$ cat src/design/rspd_pkg.sv
`timescale 1ns / 1ps

package rspd_pkg;

  localparam int unsigned RATE_W  = 16;
  localparam int unsigned THR_W   = 15;
  localparam int unsigned OFF_W   = 7;
  localparam int unsigned IVL_W   = 8;
  localparam int unsigned TIME_W  = 32;
  localparam int unsigned ACC_W   = 40;
  localparam int unsigned INC_W   = RATE_W + IVL_W + 1;
  localparam int unsigned ANGLE_W = 11;
  localparam int unsigned MS_W    = 16;
  localparam int unsigned CFG_IDX_W = 2;

  typedef logic [CFG_IDX_W-1:0] cfg_idx_t;
  localparam cfg_idx_t CFG_RATE_THR = 2'd0;
  localparam cfg_idx_t CFG_MAG_THR  = 2'd1;
  localparam cfg_idx_t CFG_ANG_OFF  = 2'd2;

  typedef logic [1:0] event_t;
  localparam event_t EV_NONE   = 2'd0;
  localparam event_t EV_FINISH = 2'd1;
  localparam event_t EV_CATCH  = 2'd2;

  localparam logic [THR_W-1:0] RATE_THR_RST = 15'd48;
  localparam logic [THR_W-1:0] MAG_THR_RST  = 15'd16384;
  localparam logic [OFF_W-1:0] ANG_OFF_RST  = 7'd13;

  // Accumulator unit is 1/16000 degree. 16000 = 2^7 * 125; the divide by 125
  // is a multiply by ceil(2^26 / 125), exact for the 19-bit quotient input.
  localparam logic [19:0] RECIP_125 = 20'd536871;

  localparam logic signed [ANGLE_W-1:0] ANGLE_MAX = 11'sd1023;
  localparam logic signed [ANGLE_W-1:0] ANGLE_MIN = -11'sd1024;

  // Accumulator to whole degrees (truncated toward zero), plus offset, clamped.
  // Any accumulator beyond +-2^25 is far past the clamp, so only 26 bits divide.
  function automatic logic signed [ANGLE_W-1:0] acc_to_angle(
    input logic signed [ACC_W-1:0] acc,
    input logic signed [OFF_W:0]   off
  );
    logic                  in_range;
    logic signed [25:0]    low;
    logic [25:0]           mag;
    logic [18:0]           y;
    logic [38:0]           prod;
    logic [11:0]           q;
    logic signed [13:0]    qs;
    logic signed [13:0]    d;
    logic signed [ANGLE_W-1:0] res;
    in_range = (acc[ACC_W-1:25] == {(ACC_W-25){acc[25]}});
    low      = acc[25:0];
    mag      = low[25] ? 26'(-low) : 26'(low);
    y        = mag[25:7];
    prod     = 39'(y) * 39'(RECIP_125);
    q        = prod[37:26];
    qs       = low[25] ? -$signed({2'b00, q}) : $signed({2'b00, q});
    d        = qs + 14'(off);
    if (!in_range) begin
      res = acc[ACC_W-1] ? ANGLE_MIN : ANGLE_MAX;
    end else if (d > 14'sd1023) begin
      res = ANGLE_MAX;
    end else if (d < -14'sd1024) begin
      res = ANGLE_MIN;
    end else begin
      res = d[ANGLE_W-1:0];
    end
    return res;
  endfunction

endpackage

$ cat src/design/rowing_stroke_phase_detector.sv
`timescale 1ns / 1ps

// Rowing stroke phase detector. Each request carries one sensor sample and
// yields exactly one result: an event code (none, finish closed, catch
// closed), the last finish and catch angles in degrees, the last half-stroke
// and full-stroke times in milliseconds and the peak rate of the current
// stroke. A request is captured in an input register; once the result
// register is free or being taken, one pass of logic (rate times interval,
// a 40-bit saturating accumulate, a reciprocal multiply for the angle)
// updates the phase state and loads the result register. One request is
// taken every cycle while results are being taken. The threshold and
// offset registers may only be written while no request is in flight.
module rowing_stroke_phase_detector (
  input  logic                                 clk_i,
  input  logic                                 rst_ni,
  input  logic                                 cfg_we_i,
  input  rspd_pkg::cfg_idx_t                   cfg_idx_i,
  input  logic [rspd_pkg::THR_W-1:0]           cfg_data_i,
  input  logic                                 in_valid_i,
  output logic                                 in_ready_o,
  input  logic signed [rspd_pkg::RATE_W-1:0]   rate_i,
  input  logic signed [rspd_pkg::RATE_W-1:0]   mag_i,
  input  logic [rspd_pkg::IVL_W-1:0]           interval_ms_i,
  input  logic [rspd_pkg::TIME_W-1:0]          now_ms_i,
  output logic                                 out_valid_o,
  input  logic                                 out_ready_i,
  output rspd_pkg::event_t                     event_res_o,
  output logic signed [rspd_pkg::ANGLE_W-1:0]  finish_deg_o,
  output logic signed [rspd_pkg::ANGLE_W-1:0]  catch_deg_o,
  output logic [rspd_pkg::MS_W-1:0]            half_stroke_ms_o,
  output logic [rspd_pkg::MS_W-1:0]            stroke_ms_o,
  output logic [rspd_pkg::THR_W-1:0]           peak_rate_o
);
  import rspd_pkg::*;

  logic [THR_W-1:0] rate_thr_q, mag_thr_q;
  logic [OFF_W-1:0] ang_off_q;

  logic                     s1_valid_q;
  logic signed [RATE_W-1:0] rate_q, mag_q;
  logic [IVL_W-1:0]         ivl_q;
  logic [TIME_W-1:0]        now_q;

  logic signed [ACC_W-1:0] fin_acc_q, fin_acc_d, cat_acc_q, cat_acc_d;
  logic                    fin_armed_q, fin_armed_d, cat_armed_q, cat_armed_d;
  logic [TIME_W-1:0]       start_q, start_d;
  logic                    start_vld_q, start_vld_d;
  logic [THR_W-1:0]        peak_q, peak_d, peak_out;

  logic                      out_valid_q;
  event_t                    ev_q, ev_d;
  logic signed [ANGLE_W-1:0] fin_ang_q, fin_ang_d, cat_ang_q, cat_ang_d;
  logic [MS_W-1:0]           half_q, half_d, stroke_q, stroke_d;
  logic [THR_W-1:0]          peak_res_q;

  logic s1_adv;
  logic up, down, mag_ok;
  logic signed [RATE_W:0]  thr_s, mthr_s, rate_x, mag_x;
  logic signed [INC_W-1:0] inc;
  logic [TIME_W-1:0]       elapsed_raw;
  logic [MS_W-1:0]         elapsed;

  assign s1_adv     = s1_valid_q && (!out_valid_q || out_ready_i);
  assign in_ready_o = !s1_valid_q || s1_adv;

  function automatic logic signed [ACC_W-1:0] acc_add(
    input logic signed [ACC_W-1:0] a,
    input logic signed [INC_W-1:0] b
  );
    logic signed [ACC_W:0] s;
    logic signed [ACC_W-1:0] r;
    s = {a[ACC_W-1], a} + (ACC_W+1)'(b);
    if (s[ACC_W] != s[ACC_W-1]) begin
      r = s[ACC_W] ? {1'b1, {(ACC_W-1){1'b0}}} : {1'b0, {(ACC_W-1){1'b1}}};
    end else begin
      r = s[ACC_W-1:0];
    end
    return r;
  endfunction

  always_comb begin
    thr_s  = $signed({2'b00, rate_thr_q});
    mthr_s = $signed({2'b00, mag_thr_q});
    rate_x = (RATE_W+1)'(rate_q);
    mag_x  = (RATE_W+1)'(mag_q);
    up     = rate_x > thr_s;
    down   = rate_x < -thr_s;
    mag_ok = (mag_x > mthr_s) || (mag_x < -mthr_s);
    inc    = INC_W'(rate_q) * $signed({1'b0, ivl_q});

    elapsed_raw = now_q - start_q;
    elapsed     = (elapsed_raw[TIME_W-1:MS_W] != '0) ? '1 : elapsed_raw[MS_W-1:0];

    // Peak register is never negative, so only a positive rate can raise it.
    peak_d = peak_q;
    if (rate_x > $signed({2'b00, peak_q})) begin
      peak_d = rate_q[THR_W-1:0];
    end
    peak_out = peak_d;

    fin_acc_d   = fin_acc_q;
    cat_acc_d   = cat_acc_q;
    fin_armed_d = fin_armed_q || (up && mag_ok);
    cat_armed_d = cat_armed_q || (down && mag_ok);
    start_d     = start_q;
    start_vld_d = start_vld_q;
    ev_d        = EV_NONE;
    fin_ang_d   = fin_ang_q;
    cat_ang_d   = cat_ang_q;
    half_d      = half_q;
    stroke_d    = stroke_q;

    if (up && fin_armed_d) begin
      fin_acc_d = acc_add(fin_acc_q, inc);
    end else if (down && fin_armed_d) begin
      if (start_vld_q) begin
        half_d = elapsed;
      end
      fin_armed_d = 1'b0;
      fin_ang_d   = acc_to_angle(fin_acc_q, $signed({1'b0, ang_off_q}));
      fin_acc_d   = '0;
      ev_d        = EV_FINISH;
    end

    if (down && cat_armed_d) begin
      cat_acc_d = acc_add(cat_acc_q, inc);
    end else if (up && cat_armed_d) begin
      if (start_vld_q) begin
        stroke_d = elapsed;
      end
      start_d     = now_q;
      start_vld_d = 1'b1;
      cat_armed_d = 1'b0;
      cat_ang_d   = acc_to_angle(cat_acc_q, -$signed({1'b0, ang_off_q}));
      cat_acc_d   = '0;
      peak_d      = '0;
      ev_d        = EV_CATCH;
    end
  end

  always_ff @(posedge clk_i or negedge rst_ni) begin
    if (!rst_ni) begin
      rate_thr_q <= RATE_THR_RST;
      mag_thr_q  <= MAG_THR_RST;
      ang_off_q  <= ANG_OFF_RST;
    end else if (cfg_we_i) begin
      unique case (cfg_idx_i)
        CFG_RATE_THR: rate_thr_q <= cfg_data_i;
        CFG_MAG_THR:  mag_thr_q  <= cfg_data_i;
        CFG_ANG_OFF:  ang_off_q  <= cfg_data_i[OFF_W-1:0];
        default: ;
      endcase
    end
  end

  always_ff @(posedge clk_i or negedge rst_ni) begin
    if (!rst_ni) begin
      s1_valid_q <= 1'b0;
    end else if (in_ready_o) begin
      s1_valid_q <= in_valid_i;
    end
  end

  always_ff @(posedge clk_i) begin
    if (in_ready_o && in_valid_i) begin
      rate_q <= rate_i;
      mag_q  <= mag_i;
      ivl_q  <= interval_ms_i;
      now_q  <= now_ms_i;
    end
  end

  always_ff @(posedge clk_i or negedge rst_ni) begin
    if (!rst_ni) begin
      fin_acc_q   <= '0;
      cat_acc_q   <= '0;
      fin_armed_q <= 1'b1;
      cat_armed_q <= 1'b0;
      start_q     <= '0;
      start_vld_q <= 1'b0;
      peak_q      <= '0;
      out_valid_q <= 1'b0;
      ev_q        <= EV_NONE;
      fin_ang_q   <= '0;
      cat_ang_q   <= '0;
      half_q      <= '0;
      stroke_q    <= '0;
      peak_res_q  <= '0;
    end else begin
      if (s1_adv) begin
        fin_acc_q   <= fin_acc_d;
        cat_acc_q   <= cat_acc_d;
        fin_armed_q <= fin_armed_d;
        cat_armed_q <= cat_armed_d;
        start_q     <= start_d;
        start_vld_q <= start_vld_d;
        peak_q      <= peak_d;
        out_valid_q <= 1'b1;
        ev_q        <= ev_d;
        fin_ang_q   <= fin_ang_d;
        cat_ang_q   <= cat_ang_d;
        half_q      <= half_d;
        stroke_q    <= stroke_d;
        peak_res_q  <= peak_out;
      end else if (out_ready_i) begin
        out_valid_q <= 1'b0;
      end
    end
  end

  assign out_valid_o      = out_valid_q;
  assign event_res_o      = ev_q;
  assign finish_deg_o     = fin_ang_q;
  assign catch_deg_o      = cat_ang_q;
  assign half_stroke_ms_o = half_q;
  assign stroke_ms_o      = stroke_q;
  assign peak_rate_o      = peak_res_q;

endmodule

$ cat config.mk
export PLATFORM = sky130hd
export DESIGN_NAME = rowing_stroke_phase_detector
export DESIGN_NICKNAME = d
export VERILOG_FILES = /design/src/design/rspd_pkg.sv /design/src/design/rowing_stroke_phase_detector.sv
export SDC_FILE = /design/constraint.sdc
export NUM_CORES = 2
export LEC_CHECK = 0
export BUFFER_PORTS_ARGS = -buffer_cell sky130_fd_sc_hd__buf_2
export CAP_MARGIN = 20
export CORE_ASPECT_RATIO = 0.5
export CORE_UTILIZATION = 50
export CTS_CLUSTER_SIZE = 40
export DETAILED_ROUTE_END_ITERATION = 10
export PLACE_DENSITY = 0.67
export SYNTH_ARGS = -nofsm -noshare
export SYNTH_HDL_FRONTEND = slang
export SYNTH_SLANG_ARGS = --single-unit
$ cat constraint.sdc
create_clock -name clk_i -period 13.2 [get_ports clk_i]
set_input_delay 0 -clock clk_i [delete_from_list [all_inputs] [get_ports clk_i]]
set_output_delay 0 -clock clk_i [all_outputs]
set_load 0.1 [all_outputs]
==> metrics.txt <==
CP Data Required Time 13.67 ns; Post-synth EDFFs 72; clock skew 0.0528 ns; pre-CTS setup slack 1.29 ns; crit-path max cell delay 0.53 ns; Worst R2R Start fin_acc_q[3]; wire per inst 17.5 um; Slew Limit Fails 0; crit path kind reg -> reg; Seq cells post-synth 312; setup tns final 0 ns; clk slew on worst S/H paths 0.06 ns; ys flop type dfrtp_1; initial antenna violation count 0; Yosys top cell by area ha_1; share of flip-flops with an asynchronous set or reset 76.9%; vias per cell 5.59; CTS Sinks 312; Routed WL 96,600 um; worst min path class in -> async; slew margin rel. 24.4%; gp weighted congestion 0.962; fmax 0.0833 GHz; Num CTS Buffers 35; via count 30.8k; Cells after Synth 4,220; Ys Warns 0; CORE AREA 75,200 sq um; violated checks DRC; worst endpoint data arrival time 12.47 ns; crit-path max FO 8; Mapped Area 38,000 sq um; setup repair after global routing missed its margin false; most common cell after layout, fill and taps aside inv_1; gr ovfl total 0; Std-Cell Rows 71; CTS tree built; top post-synthesis cells by area ha_1 (19%), dfrtp_1 (15%), fa_1 (14%), inv_1 (6.4%), edfxtp_1 (5.7%); slowest stage cell, crit path fa_1; Crit. End Element flip-flop; CP startpoint fin_acc_q[3]; 1st-pass router iterations 10; worst-case clock buffer depth 3; hpwl dp 74,100 um; average cell area after synthesis 9.00 sq um; post-synth top area share 19.5%; outcome finished, violations left; commonest non-fill, non-tap cells in the layout inv_1 (651), ha_1 (591), nand2_1 (327); WHS 0.0166 ns; share of layout cells above drive strength 1 8.00%; setup bufs post-CTS 0; Clock Tree Root clkbuf_16; post-synthesis sequential area ratio 21.5%; Yosys cell types 104; crit share post-route 90.9%; Syn Nets 5,176; vias in the first global route 30.7k; first-pass GRT wire length 157,000 um; Nets 5,415; # DRC 2; GRT Util Overall 25.1%; Iteration-0 DRC Markers 2,015; Max Cap Viol 0; latest clock arrival within the worst-skew pair 0.60 ns; Ant. Diodes 0; Die W 392 um; Tmin final 12.00 ns; Die ar. 77,100 sq um; # IOs 167; post_cts resized 0; Buffers on Ports 166; Final setup viols 0; largest net degree at the start of global routing 160; Die Ht 197 um; worst setup margin 1.20 ns; actual slew at the worst max-slew pin 1.13 ns; Antenna Nets Post-Route 0; P&R area growth vs syn 11.7%; htree depth 2; Final Hold Vio Count 0; initial core utilization 50.5%; cell count of the worst reg-to-reg path 44; critical path startpoint category flip-flop
==> final timing paths <==
path	to	slack [ns]
setup / recovery	finish_deg_o[9]	1.20
hold / removal	start_q[12]	0.02
setup reg to reg	finish_deg_o[9]	1.20
hold reg to reg	peak_rate_o[0]	0.47
max in group asynchronous	rate_thr_q[10]	11.77
min in group clk_i	mag_q[12]	0.11
==> cells by family (layout without fill, tap and decap cells) <==
family | count (synthesis) | after routing | share of synthesized area [%]
DFF | 312 | 312 | 21.5
AOI/OAI and AO/OA | 898 | 898 | 15.8
adders and majority gates | 862 | 862 | 33.8
muxes | 56 | 56 | 1.59
and+or+nand+nor | 1089 | 1089 | 14.4
xor gates and xnor gates | 225 | 225 | 5.23
buffers and inverters | 778 | 1044 | 7.70
==> cell type report <==
type                       count  area, sq um
fill                        6824        32700
multi-input combinational   3130        26900
sequential                   312         8180
inverter                     652         2450
timing repair buffer         328         2370
tap                         1022         1280
clock buffer                  45          913
clock inverter                19          285
==> layer usage <==
metal | track usage [%] | vias up | part of all wire [%]
met5 | 0 | - | 0
met1 | 34.3 | 14985 | 46
li1 | - | 14975 | -
met2 | 42.5 | 713 | 46
met3 | 2.89 | 129 | 5.4
met4 | 6.38 | 0 | 2.2
==> cells in the mapped netlist (all sizes together), types with 9 or more instances <==
cell and count:
a21o 83, nor2b 36, nor2 199, mux2 26, a21boi 10, or3 22, a22o 16, and2 99
o21bai 27, nand2 327, mux2i 30, a2111oi 20, o211ai 19, nand4 59, ha 591, o21ai 219
a31o 10, xnor2 165, a31oi 20, nand3 97, a32oi 18, inv 651, clkbuf 118, and3 43
o22a 34, o22ai 9, xor2 60, edfxtp 72, or4 16, a32o 11, fa 271, dfrtp 233
o21a 48, o31ai 19, a21oi 238, or2 19, nor3 58, nand2b 51, a211oi 19, nor3b 10
nor4 31
==> sequential cells by signal, indices dropped and copies added (netlist names), 2 cells and up <==
register,cells
peak_rate_o,15
peak_q,15
mag_thr_q,15
half_stroke_ms_o,16
rate_q,16
ang_off_q,7
fin_acc_q,40
ivl_q,8
rate_thr_q,15
now_q,32
mag_q,16
catch_deg_o,11
finish_deg_o,11
stroke_ms_o,16
event_res_o,2
cat_acc_q,40
start_q,32
==> worst max-delay path, delay by kind of cell (launching register included) <==
family / cells / cell delay (ns)
and+or+nand+nor: 17 / 4.13
adders and majority gates: 8 / 3.70
AOI/OAI and AO/OA: 10 / 2.49
xor gates and xnor gates: 2 / 0.59
DFF: 1 / 0.40
buffers and inverters: 6 / 0.38
muxes: 1 / 0.17
==> stage by stage <==
step                instances  util (%)  instance area, sq um
floorplan                4220         -                 38000
global placement         5322      53.2                 40000
detailed placement       5322      53.2                 40000
CTS                      5508      56.4                 42400
global route             5508      56.4                 42400
finish                   5508      56.4                 42400
==> timing repair <==
action / in CTS / in global routing
hold endpoints to repair: 208 / 0
setup endpoints to repair: 0 / 0
hold buffers: 122 / 0
Power is not shown: default switching activity piles up to over one toggle a cycle in this logic, so the estimate is an artifact.
